==> src/design/bsft_pkg.sv <==
// Shared constants, register codes and divider interface types for the frequency table.
package bsft_pkg;

  // Table geometry.
  localparam int TABLE_SLOTS = 16;
  localparam int BIN_LIMIT   = 16;

  // Field widths.
  localparam int READ_W    = 12;
  localparam int BINCNT_W  = 5;
  localparam int FREQ_W    = 8;
  localparam int BIN_W     = $clog2(BIN_LIMIT + 1);
  localparam int SLOT_W    = $clog2(TABLE_SLOTS);
  localparam int FILL_W    = $clog2(TABLE_SLOTS + 1);
  localparam int MAP_IDX_W = $clog2(BIN_LIMIT);
  localparam int DIV_CNT_W = $clog2(READ_W);

  // Configuration port.
  localparam int ADDR_W = 4;
  localparam int DATA_W = 32;

  localparam logic [1:0] REG_MIN_READING = 2'd0;
  localparam logic [1:0] REG_MAX_READING = 2'd1;
  localparam logic [1:0] REG_BIN_COUNT   = 2'd2;

  localparam logic [READ_W-1:0]   MIN_RESET    = READ_W'(0);
  localparam logic [READ_W-1:0]   MAX_RESET    = READ_W'(800);
  localparam logic [BINCNT_W-1:0] BINCNT_RESET = BINCNT_W'(8);

  localparam logic [FREQ_W-1:0] FREQ_MAX = '1;

  // Request to the shared divider.
  typedef struct packed {
    logic              start;
    logic [READ_W-1:0] dividend;
    logic [READ_W-1:0] divisor;
  } div_req_t;

  // Response from the shared divider; quotient and remainder hold until the next start.
  typedef struct packed {
    logic              done;
    logic [READ_W-1:0] quotient;
    logic [READ_W-1:0] remainder;
  } div_rsp_t;

endpackage

==> src/design/bsft_div.sv <==
// Restoring divider that retires one quotient bit per cycle.
module bsft_div (
  input  logic               clk,
  input  logic               rst_n,
  input  bsft_pkg::div_req_t req,
  output bsft_pkg::div_rsp_t rsp
);

  logic                           busy_r;
  logic                           done_r;
  logic [bsft_pkg::DIV_CNT_W-1:0] cnt_r;
  logic [bsft_pkg::READ_W-1:0]    rem_r;
  logic [bsft_pkg::READ_W-1:0]    quo_r;
  logic [bsft_pkg::READ_W-1:0]    div_r;
  logic [bsft_pkg::READ_W:0]      shifted;
  logic [bsft_pkg::READ_W:0]      trial;

  // One trial subtraction of the divisor from the partial remainder.
  always_comb begin
    shifted = {rem_r, quo_r[bsft_pkg::READ_W-1]};
    trial   = shifted - {1'b0, div_r};
  end

  // Control: start loads the operands, the count runs down to the last bit.
  always_ff @(posedge clk) begin
    if (!rst_n) begin
      busy_r <= 1'b0;
      done_r <= 1'b0;
      cnt_r  <= '0;
    end else begin
      done_r <= 1'b0;
      if (req.start && !busy_r) begin
        busy_r <= 1'b1;
        cnt_r  <= bsft_pkg::DIV_CNT_W'(bsft_pkg::READ_W - 1);
      end else if (busy_r) begin
        cnt_r <= cnt_r - 1'b1;
        if (cnt_r == '0) begin
          busy_r <= 1'b0;
          done_r <= 1'b1;
        end
      end
    end
  end

  // Datapath: the dividend shifts out of the quotient register as quotient bits shift in.
  always_ff @(posedge clk) begin
    if (req.start && !busy_r) begin
      rem_r <= '0;
      quo_r <= req.dividend;
      div_r <= req.divisor;
    end else if (busy_r) begin
      if (!trial[bsft_pkg::READ_W]) begin
        rem_r <= trial[bsft_pkg::READ_W-1:0];
        quo_r <= {quo_r[bsft_pkg::READ_W-2:0], 1'b1};
      end else begin
        rem_r <= shifted[bsft_pkg::READ_W-1:0];
        quo_r <= {quo_r[bsft_pkg::READ_W-2:0], 1'b0};
      end
    end
  end

  assign rsp.done      = done_r;
  assign rsp.quotient  = quo_r;
  assign rsp.remainder = rem_r;

endmodule

==> src/design/binned_sample_frequency_table_top.sv <==
// Top level of the binned sample frequency table: configuration, sequencer and table storage.
// A sample result takes two divider passes (step, then bin), the update state and the output
// state; a zero bin count skips both passes and a zero step skips the second. A reorder runs
// the insertion sort over the filled slots, rewrites the map and then registers a zero result.
// The next transaction is accepted the cycle after the result registers.
// Synchronous active-low reset empties the table and restores the register defaults.
module binned_sample_frequency_table_top (
  input  logic                          clk,
  input  logic                          rst_n,
  input  logic                          in_valid,
  output logic                          in_stall,
  input  logic                          in_kind,
  input  logic [bsft_pkg::READ_W-1:0]   in_reading,
  output logic                          out_valid,
  input  logic                          out_stall,
  output logic [bsft_pkg::BIN_W-1:0]    out_bin_number,
  output logic [bsft_pkg::FREQ_W-1:0]   out_bin_frequency,
  output logic                          out_new_entry,
  input  logic                          psel,
  input  logic                          penable,
  input  logic                          pwrite,
  input  logic [bsft_pkg::ADDR_W-1:0]   paddr,
  input  logic [bsft_pkg::DATA_W-1:0]   pwdata,
  output logic [bsft_pkg::DATA_W-1:0]   prdata,
  output logic                          pready
);

  typedef enum logic [2:0] {
    S_IDLE,
    S_DIV_STEP,
    S_DIV_BIN,
    S_UPDATE,
    S_SORT_LOAD,
    S_SORT_SHIFT,
    S_MAP,
    S_OUT
  } state_t;

  // Configuration registers.
  logic [bsft_pkg::READ_W-1:0]   min_r;
  logic [bsft_pkg::READ_W-1:0]   max_r;
  logic [bsft_pkg::BINCNT_W-1:0] bincnt_r;
  logic                          cfg_we;
  logic [1:0]                    reg_idx;

  // Sequencer state.
  state_t                        state_r, state_nxt;
  logic [bsft_pkg::READ_W-1:0]   reading_r, reading_nxt;
  logic                          step_neg_r, step_neg_nxt;
  logic [bsft_pkg::BIN_W-1:0]    bin_r, bin_nxt;
  logic [bsft_pkg::FREQ_W-1:0]   freq_r, freq_nxt;
  logic                          fresh_r, fresh_nxt;
  logic [bsft_pkg::FILL_W-1:0]   filled_r, filled_nxt;
  logic [bsft_pkg::FILL_W-1:0]   i_r, i_nxt;
  logic [bsft_pkg::FILL_W-1:0]   j_r, j_nxt;
  logic [bsft_pkg::BIN_W-1:0]    key_bin_r, key_bin_nxt;
  logic [bsft_pkg::FREQ_W-1:0]   key_cnt_r, key_cnt_nxt;
  logic                          out_valid_r, out_valid_nxt;
  logic [bsft_pkg::BIN_W-1:0]    out_bin_r, out_bin_nxt;
  logic [bsft_pkg::FREQ_W-1:0]   out_freq_r, out_freq_nxt;
  logic                          out_new_r, out_new_nxt;

  // Table storage and its single read and write ports.
  logic [bsft_pkg::BIN_W-1:0]    slot_bin_r [bsft_pkg::TABLE_SLOTS];
  logic [bsft_pkg::FREQ_W-1:0]   slot_cnt_r [bsft_pkg::TABLE_SLOTS];
  logic [bsft_pkg::FILL_W-1:0]   map_r      [bsft_pkg::BIN_LIMIT];
  logic [bsft_pkg::SLOT_W-1:0]   rd_addr;
  logic [bsft_pkg::BIN_W-1:0]    rd_bin;
  logic [bsft_pkg::FREQ_W-1:0]   rd_cnt;
  logic                          tbl_we;
  logic [bsft_pkg::SLOT_W-1:0]   tbl_addr;
  logic [bsft_pkg::BIN_W-1:0]    tbl_bin;
  logic [bsft_pkg::FREQ_W-1:0]   tbl_cnt;
  logic                          map_we;
  logic [bsft_pkg::MAP_IDX_W-1:0] map_addr;
  logic [bsft_pkg::FILL_W-1:0]   map_val;

  // Arithmetic helpers.
  logic [bsft_pkg::READ_W:0]     span, span_inv, diff, diff_inv;
  logic                          span_neg, diff_neg;
  logic [bsft_pkg::READ_W-1:0]   span_mag, diff_mag;
  logic [bsft_pkg::BIN_W-1:0]    bin_m1, rd_bin_m1;
  logic [bsft_pkg::MAP_IDX_W-1:0] bin_idx;
  logic [bsft_pkg::FILL_W-1:0]   map_slot;
  logic [bsft_pkg::FILL_W-1:0]   j_m1;
  logic [bsft_pkg::READ_W:0]     q_ceil;
  bsft_pkg::div_req_t            div_req;
  bsft_pkg::div_rsp_t            div_rsp;

  bsft_div u_div (
    .clk   (clk),
    .rst_n (rst_n),
    .req   (div_req),
    .rsp   (div_rsp)
  );

  // Configuration port: writes complete in the access phase, reads return the register.
  assign pready  = 1'b1;
  assign cfg_we  = psel && penable && pwrite;
  assign reg_idx = paddr[3:2];

  always_ff @(posedge clk) begin
    if (!rst_n) begin
      min_r    <= bsft_pkg::MIN_RESET;
      max_r    <= bsft_pkg::MAX_RESET;
      bincnt_r <= bsft_pkg::BINCNT_RESET;
    end else if (cfg_we) begin
      unique case (reg_idx)
        bsft_pkg::REG_MIN_READING: min_r    <= pwdata[bsft_pkg::READ_W-1:0];
        bsft_pkg::REG_MAX_READING: max_r    <= pwdata[bsft_pkg::READ_W-1:0];
        bsft_pkg::REG_BIN_COUNT:   bincnt_r <= pwdata[bsft_pkg::BINCNT_W-1:0];
        default: ;
      endcase
    end
  end

  always_comb begin
    unique case (reg_idx)
      bsft_pkg::REG_MIN_READING: prdata = bsft_pkg::DATA_W'(min_r);
      bsft_pkg::REG_MAX_READING: prdata = bsft_pkg::DATA_W'(max_r);
      bsft_pkg::REG_BIN_COUNT:   prdata = bsft_pkg::DATA_W'(bincnt_r);
      default:                   prdata = '0;
    endcase
  end

  // Signed span and offset, split into sign and magnitude for the unsigned divider.
  always_comb begin
    span     = {1'b0, max_r} - {1'b0, min_r};
    span_inv = ~span + 1'b1;
    span_neg = span[bsft_pkg::READ_W];
    span_mag = span_neg ? span_inv[bsft_pkg::READ_W-1:0] : span[bsft_pkg::READ_W-1:0];
    diff     = {1'b0, reading_r} - {1'b0, min_r};
    diff_inv = ~diff + 1'b1;
    diff_neg = diff[bsft_pkg::READ_W];
    diff_mag = diff_neg ? diff_inv[bsft_pkg::READ_W-1:0] : diff[bsft_pkg::READ_W-1:0];
    q_ceil   = {1'b0, div_rsp.quotient} + {{bsft_pkg::READ_W{1'b0}}, (div_rsp.remainder != '0)};
  end

  // Table read port and map lookup.
  always_comb begin
    bin_m1   = bin_r - 1'b1;
    bin_idx  = bin_m1[bsft_pkg::MAP_IDX_W-1:0];
    map_slot = map_r[bin_idx];
    j_m1     = j_r - 1'b1;
    case (state_r)
      S_SORT_SHIFT:       rd_addr = j_m1[bsft_pkg::SLOT_W-1:0];
      S_SORT_LOAD, S_MAP: rd_addr = i_r[bsft_pkg::SLOT_W-1:0];
      default:            rd_addr = map_slot[bsft_pkg::SLOT_W-1:0];
    endcase
    rd_bin    = slot_bin_r[rd_addr];
    rd_cnt    = slot_cnt_r[rd_addr];
    rd_bin_m1 = rd_bin - 1'b1;
  end

  // Sequencer next-state logic.
  always_comb begin
    state_nxt     = state_r;
    reading_nxt   = reading_r;
    step_neg_nxt  = step_neg_r;
    bin_nxt       = bin_r;
    freq_nxt      = freq_r;
    fresh_nxt     = fresh_r;
    filled_nxt    = filled_r;
    i_nxt         = i_r;
    j_nxt         = j_r;
    key_bin_nxt   = key_bin_r;
    key_cnt_nxt   = key_cnt_r;
    out_valid_nxt = out_valid_r && out_stall;
    out_bin_nxt   = out_bin_r;
    out_freq_nxt  = out_freq_r;
    out_new_nxt   = out_new_r;
    div_req.start    = 1'b0;
    div_req.dividend = span_mag;
    div_req.divisor  = bsft_pkg::READ_W'(bincnt_r);
    tbl_we   = 1'b0;
    tbl_addr = rd_addr;
    tbl_bin  = rd_bin;
    tbl_cnt  = rd_cnt;
    map_we   = 1'b0;
    map_addr = bin_idx;
    map_val  = filled_r;

    unique case (state_r)
      S_IDLE: begin
        if (in_valid) begin
          reading_nxt = in_reading;
          if (in_kind) begin
            i_nxt     = bsft_pkg::FILL_W'(1);
            state_nxt = S_SORT_LOAD;
          end else if (bincnt_r == '0) begin
            bin_nxt   = bsft_pkg::BIN_W'(bsft_pkg::BIN_LIMIT);
            state_nxt = S_UPDATE;
          end else begin
            div_req.start = 1'b1;
            state_nxt     = S_DIV_STEP;
          end
        end
      end

      // Step is known: a zero step sends the sample to the top bin.
      S_DIV_STEP: begin
        if (div_rsp.done) begin
          if (div_rsp.quotient == '0) begin
            bin_nxt   = bsft_pkg::BIN_W'(bsft_pkg::BIN_LIMIT);
            state_nxt = S_UPDATE;
          end else begin
            step_neg_nxt     = span_neg;
            div_req.start    = 1'b1;
            div_req.dividend = diff_mag;
            div_req.divisor  = div_rsp.quotient;
            state_nxt        = S_DIV_BIN;
          end
        end
      end

      // Ceiling of offset over step, clamped to the bin range.
      S_DIV_BIN: begin
        if (div_rsp.done) begin
          if (diff_mag == '0 || diff_neg != step_neg_r) begin
            bin_nxt = bsft_pkg::BIN_W'(1);
          end else if (q_ceil > (bsft_pkg::READ_W + 1)'(bsft_pkg::BIN_LIMIT)) begin
            bin_nxt = bsft_pkg::BIN_W'(bsft_pkg::BIN_LIMIT);
          end else begin
            bin_nxt = q_ceil[bsft_pkg::BIN_W-1:0];
          end
          state_nxt = S_UPDATE;
        end
      end

      // Count the sample in its slot, or open a new slot if there is room; a full table reports zero.
      S_UPDATE: begin
        if (map_slot < filled_r) begin
          tbl_we    = 1'b1;
          tbl_cnt   = (rd_cnt == bsft_pkg::FREQ_MAX) ? rd_cnt : rd_cnt + 1'b1;
          freq_nxt  = tbl_cnt;
          fresh_nxt = 1'b0;
        end else if (filled_r < bsft_pkg::FILL_W'(bsft_pkg::TABLE_SLOTS)) begin
          tbl_we     = 1'b1;
          tbl_addr   = filled_r[bsft_pkg::SLOT_W-1:0];
          tbl_bin    = bin_r;
          tbl_cnt    = bsft_pkg::FREQ_W'(1);
          map_we     = 1'b1;
          filled_nxt = filled_r + 1'b1;
          freq_nxt   = bsft_pkg::FREQ_W'(1);
          fresh_nxt  = 1'b1;
        end else begin
          freq_nxt  = '0;
          fresh_nxt = 1'b0;
        end
        state_nxt = S_OUT;
      end

      // Insertion sort: pick up the next key, or move on to the map rewrite.
      S_SORT_LOAD: begin
        if (i_r >= filled_r) begin
          i_nxt     = '0;
          state_nxt = S_MAP;
        end else begin
          key_bin_nxt = rd_bin;
          key_cnt_nxt = rd_cnt;
          j_nxt       = i_r;
          state_nxt   = S_SORT_SHIFT;
        end
      end

      // Shift larger counts up by one slot until the key's place is found.
      S_SORT_SHIFT: begin
        tbl_we   = 1'b1;
        tbl_addr = j_r[bsft_pkg::SLOT_W-1:0];
        if (j_r != '0 && rd_cnt > key_cnt_r) begin
          j_nxt = j_m1;
        end else begin
          tbl_bin   = key_bin_r;
          tbl_cnt   = key_cnt_r;
          i_nxt     = i_r + 1'b1;
          state_nxt = S_SORT_LOAD;
        end
      end

      // Point each bin's map entry at its slot after the sort.
      S_MAP: begin
        if (i_r >= filled_r) begin
          bin_nxt   = '0;
          freq_nxt  = '0;
          fresh_nxt = 1'b0;
          state_nxt = S_OUT;
        end else begin
          if (rd_bin != '0 && rd_bin <= bsft_pkg::BIN_W'(bsft_pkg::BIN_LIMIT)) begin
            map_we   = 1'b1;
            map_addr = rd_bin_m1[bsft_pkg::MAP_IDX_W-1:0];
            map_val  = i_r;
          end
          i_nxt = i_r + 1'b1;
        end
      end

      // Hand the result to the output register once it is free.
      S_OUT: begin
        if (!out_valid_r || !out_stall) begin
          out_valid_nxt = 1'b1;
          out_bin_nxt   = bin_r;
          out_freq_nxt  = freq_r;
          out_new_nxt   = fresh_r;
          state_nxt     = S_IDLE;
        end
      end

      default: state_nxt = S_IDLE;
    endcase
  end

  // State and registered outputs.
  always_ff @(posedge clk) begin
    if (!rst_n) begin
      state_r     <= S_IDLE;
      filled_r    <= '0;
      out_valid_r <= 1'b0;
      out_bin_r   <= '0;
      out_freq_r  <= '0;
      out_new_r   <= 1'b0;
      i_r         <= '0;
      j_r         <= '0;
    end else begin
      state_r     <= state_nxt;
      filled_r    <= filled_nxt;
      out_valid_r <= out_valid_nxt;
      out_bin_r   <= out_bin_nxt;
      out_freq_r  <= out_freq_nxt;
      out_new_r   <= out_new_nxt;
      i_r         <= i_nxt;
      j_r         <= j_nxt;
    end
  end

  // Payload registers.
  always_ff @(posedge clk) begin
    reading_r  <= reading_nxt;
    step_neg_r <= step_neg_nxt;
    bin_r      <= bin_nxt;
    freq_r     <= freq_nxt;
    fresh_r    <= fresh_nxt;
    key_bin_r  <= key_bin_nxt;
    key_cnt_r  <= key_cnt_nxt;
  end

  // Slot storage: at most one write per cycle.
  always_ff @(posedge clk) begin
    if (tbl_we) begin
      slot_bin_r[tbl_addr] <= tbl_bin;
      slot_cnt_r[tbl_addr] <= tbl_cnt;
    end
  end

  // Bin-to-slot map: every entry starts empty.
  always_ff @(posedge clk) begin
    if (!rst_n) begin
      for (int k = 0; k < bsft_pkg::BIN_LIMIT; k++) begin
        map_r[k] <= bsft_pkg::FILL_W'(bsft_pkg::TABLE_SLOTS);
      end
    end else if (map_we) begin
      map_r[map_addr] <= map_val;
    end
  end

  assign in_stall          = (state_r != S_IDLE);
  assign out_valid         = out_valid_r;
  assign out_bin_number    = out_bin_r;
  assign out_bin_frequency = out_freq_r;
  assign out_new_entry     = out_new_r;

endmodule

==> config.mk <==
export PLATFORM = sky130hd
export DESIGN_NAME = binned_sample_frequency_table_top
export DESIGN_NICKNAME = d
export VERILOG_FILES = /design/src/design/bsft_pkg.sv /design/src/design/bsft_div.sv /design/src/design/binned_sample_frequency_table_top.sv
export SDC_FILE = /design/constraint.sdc
export NUM_CORES = 1
export LEC_CHECK = 0
export ABC_AREA = 1
export BUFFER_PORTS_ARGS = -buffer_cell sky130_fd_sc_hd__buf_2
export CORE_MARGIN = 2
export CORE_UTILIZATION = 40
export DETAILED_ROUTE_END_ITERATION = 16
export HOLD_SLACK_MARGIN = 0.08
export SYNTH_ARGS = -nofsm -noshare
export SYNTH_HDL_FRONTEND = slang
export SYNTH_SLANG_ARGS = --single-unit
==> constraint.sdc <==
create_clock -name clk -period 11.7 [get_ports clk]
set_input_delay 0 -clock clk [delete_from_list [all_inputs] [get_ports clk]]
set_output_delay 0 -clock clk [all_outputs]
set_load 0.05 [all_outputs]
; Word level (Yosys, flattened, before mapping)
; Memories as Yosys holds them, arrays and structs flattened.
; Index checks and enable logic that the tools add are counted.
[op_classes]
div = 0
n_shift = 0
mul = 0
add_sub_neg = 13
bitwise = 9
n_reduce_logical = 44
eq_ne = 25
muxes = 92
n_lt_le_gt_ge = 6
[ops]
columns = op, n
row1 = two-way mux 5 bit, 22
row2 = two-way mux 12 bit, 5
row3 = two-way mux 25 bit, 2
row4 = two-way mux 8 bit, 6
row5 = case mux 5 bit (4 select lines), 2
row6 = case mux 12 bit (3 select lines), 1
row7 = two-way mux 4 bit, 8
row8 = case mux 8 bit (2 select lines), 2
row9 = subtractor 12 x 12 -> 13 bit, 2
row10 = two-way mux 1 bit, 25
row11 = adder 12 x 1 -> 12 bit (second input constant), 2
row12 = logical NOT 12 bit, 2
row13 = two-way mux 24 bit, 1
row14 = inequality test 2 bit (second input constant), 12
row15 = inverter 12 bit, 2
row16 = case mux 3 bit (8 select lines), 1
row17 = two-way mux 3 bit, 7
row18 = case mux 5 bit (2 select lines), 2
row19 = case mux 4 bit (2 select lines), 2
row20 = AND reduction 2 bit, 7
row21 = adder 12 x 1 -> 13 bit, 1
row22 = greater-than comparator 13 x 5 -> 1 bit (second input constant), 1
row23 = subtractor 13 x 12 -> 13 bit, 1
row24 = == test 3 bit (second input constant), 4
row25 = other kinds (37), 69
[totals]
rom_bits = 0
ram_bits = 288
mem_count = 3
wordCells = 218
latch_bits = 0
register_bits = 144
[mem_list]
columns = name, depth, word_bits, rd, rd_ports_with_merged_regs, wr, line
row1 = slot_cnt_r, 16, 8, 1, 0, 1, binned_sample_frequency_table_top.sv:65  ; logic [bsft_pkg::FREQ_W-1:0] slot_cnt_r [bsft_pkg::TABLE_SLOTS];
row2 = map_r, 16, 5, 1, 0, 16, binned_sample_frequency_table_top.sv:66  ; logic [bsft_pkg::FILL_W-1:0] map_r [bsft_pkg::BIN_LIMIT];
row3 = slot_bin_r, 16, 5, 1, 0, 1, binned_sample_frequency_table_top.sv:64  ; logic [bsft_pkg::BIN_W-1:0] slot_bin_r [bsft_pkg::TABLE_SLOTS];

; Logic depth before layout (Yosys ltp)
; An unclocked memory read counts as a cell.
[logic_depth]
ltp_word = 14
depth_mapped = 40

; By module
; Synthesis repeated with hierarchy kept, for this count alone.
[unflattened]
cells_unflattened = 2571
hier_area_um2 = 23513.8
[by_module_without_submodules]
columns = mod, cells_per_inst, instances, area_each_um2, seq_area_each_um2
row1 = binned_sample_frequency_table_top, 2232, 1, 20797.4, 11090.6
row2 = bsft_div, 339, 1, 2716.4, 1081.0

; Least setup slack after synthesis
; OpenSTA, ideal clock, no wires.
[synth_path]
path_type = register -> register
start = reg bin_r[0] (netlist bit)
end = mem slot_bin_r[4][0] (netlist bit), enable pin
period_less_slack_ps = 5457
t_arrival_ps = 5058
setup_slack_ps = 6243
path_stages_with_launch = 25
setup_time_ps = 400
cell_sequence = edfxtp_1 buf_6 inv_4 buf_6 buf_6 clkbuf_1 ha_1 inv_1 clkbuf_1 a21oi_1 a22oi_1 a221oi_1 or2_2 inv_1 ha_1 a21oi_1 o21a_1 nand2_1 inv_1 nor2_1 nand2_1 inv_1 a221oi_1 nand3_1 nor3_1
[synth_between]
elab_chain_cells = 7
elab_cells_between_ends = 11
[synth_rtl]
columns = item, line
row1 = start: declaration, binned_sample_frequency_table_top.sv:50  ; logic [bsft_pkg::BIN_W-1:0] bin_r, bin_nxt;
row2 = start signal: assignment, binned_sample_frequency_table_top.sv:339  ; bin_r <= bin_nxt;
row3 = subtractor 4 x 1 -> 4 bit *, binned_sample_frequency_table_top.sv:141  ; bin_m1 = bin_r - 1'b1;
row4 = memory read (16 x 5 bit) *, -
row5 = less-than comparator 5 bit, binned_sample_frequency_table_top.sv:232  ; if (map_slot < filled_r) begin
row6 = two-way mux 1 bit, binned_sample_frequency_table_top.sv:232
row7 = case mux 1 bit (2 select lines), binned_sample_frequency_table_top.sv:183  ; unique case (state_r)
row8 = two-way mux 1 bit, binned_sample_frequency_table_top.sv:348  ; if (tbl_we) begin
row9 = two-way mux 1 bit (not written as such), binned_sample_frequency_table_top.sv:349  ; slot_bin_r[tbl_addr] <= tbl_bin;
row10 = end: declaration, binned_sample_frequency_table_top.sv:64
; Every way passes the cells marked *; elsewhere a longest branch is shown, timed or not.

; Final worst setup path
[layout_path]
start = reg bin_r[0] (netlist bit)
end = mem slot_bin_r[14][1] (netlist bit), data pin
[layout_between]
elab_chain_cells = 8
elab_cells_between_ends = 12
[layout_rtl]
columns = item, line
row1 = subtractor 4 x 1 -> 4 bit, binned_sample_frequency_table_top.sv:141
row2 = memory read (16 x 5 bit), -
row3 = case mux 4 bit (2 select lines), binned_sample_frequency_table_top.sv:145  ; case (state_r)
row4 = memory read (16 x 8 bit), -
row5 = named net rd_cnt (one bit), binned_sample_frequency_table_top.sv:69  ; logic [bsft_pkg::FREQ_W-1:0] rd_cnt;
row6 = greater-than comparator 8 bit, binned_sample_frequency_table_top.sv:270  ; if (j_r != '0 && rd_cnt > key_cnt_r) begin
row7 = logical AND 1 bit, binned_sample_frequency_table_top.sv:270
row8 = two-way mux 5 bit, binned_sample_frequency_table_top.sv:270
row9 = case mux 5 bit (2 select lines), binned_sample_frequency_table_top.sv:183
row10 = named net tbl_bin (one bit), binned_sample_frequency_table_top.sv:72  ; logic [bsft_pkg::BIN_W-1:0] tbl_bin;
; The timed path passes the listed nets, and every way through them passes these cells.

==> metrics.cfg <==
[sta]
setup_viol = 0
min_period_over_period_pct = 76.04
max_freq_mhz = 112.4
fin_tns_setup_ps = 0
skew_ps = 44.36
tightest_slew_ps = 1301
period_minus_slack_ps = 8897
slew_headroom_pct = 13.26
hold_viol = 0
holdWs_ps = 109.5
slew_violations = 0
rsz0062_at_grt = no

[floorplan]
die_x_um = 242.8
dieHeight_um = 242.8
design.core.area_mm2 = 0.05639
fp.dieArea_mm2 = 0.05895
core.rowCount = 87
initial_utilization_pct = 40.45
num_io_pins = 105

[yosys]
avgSynthCellArea_um2 = 9.325
async_flop_share_pct = 0
yosys_warnings = 0
syn-cell-area_mm2 = 0.02281
synthDistinctLibCells = 60
synth_edf_count = 352
ys_seq_area_share_pct = 53.36
ys_ff_latch = 432
synthFlopType = edfxtp_1
syn_inst = 2446

[cts]
cts_buffer_depth = 3
htreeDepth = 2
cts_buffers = 49
clock_sinks = 432
clk_pin_slew_ps = 60
clk_latency_ps = 610
cts_tree = done
cts_root_buf = clkbuf_16

[final_layout]
finalNetCount = 2638
n_antenna_cell = 0
drive_gt1_share_pct = 11.36
area_growth_pct = 12.02
final_cell_count_no_fill = 3309

[drt]
drtAntennaViolNets = 0
drtPass1Iterations = 5
wl_per_cell_um = 17.69
via_per_inst = 5.306
finalWirelength_um = 58540
first_iter_violations = 1448
vias = 17560
drc = 0

[grt]
grt_pass1_wl_um = 92320
grt_pass1_vias = 16930
track_usage_pct = 19.74
grt_max_degree = 90
antenna_found_initial = 0
overflow = 0

[power]
power_density_mw_per_mm2 = 304.5
p_leak_nw = 9.864
worst_ir_drop_vdd_uv = 186.3

[worst_setup_path]
crit_top_cell = nand3_1
crit_fanout = 56
startpoint_type = flip-flop
crit_start = bin_r[0]
reg2reg_from = bin_r[0]
crit_arrival_ps = 9080
cp_slowest_stage_delay_ps = 1080
required_ps = 11880
endpoint_kind = flip-flop
cp_slowest_cell = o221ai_1
crit_type = flip-flop to flip-flop

[worst_hold_path]
min_path_type = primary input to flip-flop
min_from = in_reading[7]

[placement]
place.gp.congestion = 0.8824
placed_cells = 3175
place_hpwl_um = 37470
io_buffers = 61

[outcome]
status = finished, final reports clean

[flow_run]
drv_cap = 0

kinds of logic (layout without fill, tap and decap cells):
logic type	count (synthesis)	count (layout)	share of synthesized area [%]
adders and majority gates	68	68	3.829
other	2	21	0.03293
and+or+nand+nor	1153	1153	23.94
xor gates and xnor gates	48	48	1.843
DFF	432	432	53.36
buffers and inverters	380	468	7.745
AOI/OAI and AO/OA	363	363	9.248
worst max-delay path, delay by kind of cell, from the launching register on:
family,cells,cell delay (ps)
AO/OA/AOI/OAI,6,1730
adder cells (fa/ha/maj),2,1100
buffers and inverters,7,2690
flip-flops,1,320
AND/OR/NAND/NOR,14,2500
sequential cells by signal, indices dropped and copies added (netlist names), 12 cells and up:
register     count
map_r           80
u_div.div_r     12
reading_r       12
slot_cnt_r     128
u_div.quo_r     12
max_r           12
min_r           12
slot_bin_r      80
u_div.rem_r     12
area by class of cell:
cell class / instances / area [um2]
well taps: 756 / 945.9
clock inverters: 25 / 235.2
fillers: 5384 / 30830
repair buffers: 129 / 925.9
multi-input cells: 1653 / 8977
inverters: 249 / 937.1
flip-flops and latches: 432 / 12170
clock buffers: 65 / 1359
per-layer routing:
layer | vias to the layer above | wire length (um) | track usage, % | part of all wire, %
met5 | - | 0 | 0 | 0
li1 | 8506 | - | - | -
met4 | 0 | 1789 | 6.965 | 3.1
met1 | 8337 | 24840 | 25.90 | 42
met3 | 114 | 4249 | 3.527 | 7.3
met2 | 599 | 27660 | 32.80 | 47
cell usage in the layout, fill, tap and decap left out, drive strengths merged, types with 34 or more instances in the layout:
cell type and count:
o21ai 163, a21oi 109, nand3 268, edfxtp 352, nor2 191, dfxtp 80
dlygate4sd3 44, o211ai 34, clkbuf 65, inv 247, ha 65, nor3 92
buf 85, nand2 539, xor2 35
Yosys cell counts (all sizes together), types with 7 or more instances:
| cell | count | area, um2 |
|---|---|---|
| inv | 246 | 925.9 |
| a31oi | 9 | 56.30 |
| o211ai | 34 | 255.2 |
| buf | 93 | 686.9 |
| a21oi | 109 | 560.5 |
| nor4 | 15 | 93.84 |
| a22oi | 7 | 52.55 |
| xor2 | 35 | 306.5 |
| nand3b | 19 | 142.6 |
| ha | 65 | 813.3 |
| nor2 | 191 | 745.7 |
| xnor2 | 13 | 113.9 |
| dfxtp | 80 | 1602 |
| o22ai | 9 | 56.30 |
| nand4 | 17 | 106.4 |
| edfxtp | 352 | 10570 |
| nand2 | 539 | 2096 |
| or2 | 8 | 50.05 |
| nand3 | 268 | 1406 |
| o21bai | 7 | 52.55 |
| nor3 | 92 | 792.0 |
| o21ai | 163 | 864.6 |
| clkbuf | 38 | 142.6 |
path summary, 6_finish.rpt:
kind / slack, ps / to / cells past startpoint
hold / removal: 110 / reading_r[7] / 2
setup reg to reg: 2800 / slot_bin_r[14][1] / 29
hold reg to reg: 490 / out_bin_frequency[3] / 2
setup / recovery: 2800 / slot_bin_r[14][1] / 29
metrics by stage:
| step | cell area (um2) | worst slack (ps) | total power, mW | utilization, % |
|---|---|---|---|---|
| after floorplan | 22880 | 6243 | 5.253 | - |
| after global placement | 23510 | 3143 | 6.139 | 41.70 |
| after detailed placement | 23510 | 3006 | 6.216 | 41.70 |
| after CTS | 25550 | 2901 | 7.772 | 45.30 |
| after global routing | 25550 | 2004 | 8.338 | 45.32 |
| final | 25550 | 2804 | 7.781 | 45.32 |
power by group:
group	total [mW]	switching, mW	internal (mW)	leakage, nW
Combinational	3.81	2.83	0.979	5.21
Sequential	2.45	0.0814	2.37	3.88
Clock	1.53	0.625	0.903	0.771
what timing repair did:
action | 4_1_cts | 5_1_grt
hold endpoints to repair | 62 | 0
hold buffers | 44 | 0
resized for setup | 0 | 0
buffers inserted | 0 | 0
Note: power is estimated with default switching activity, not from simulation.
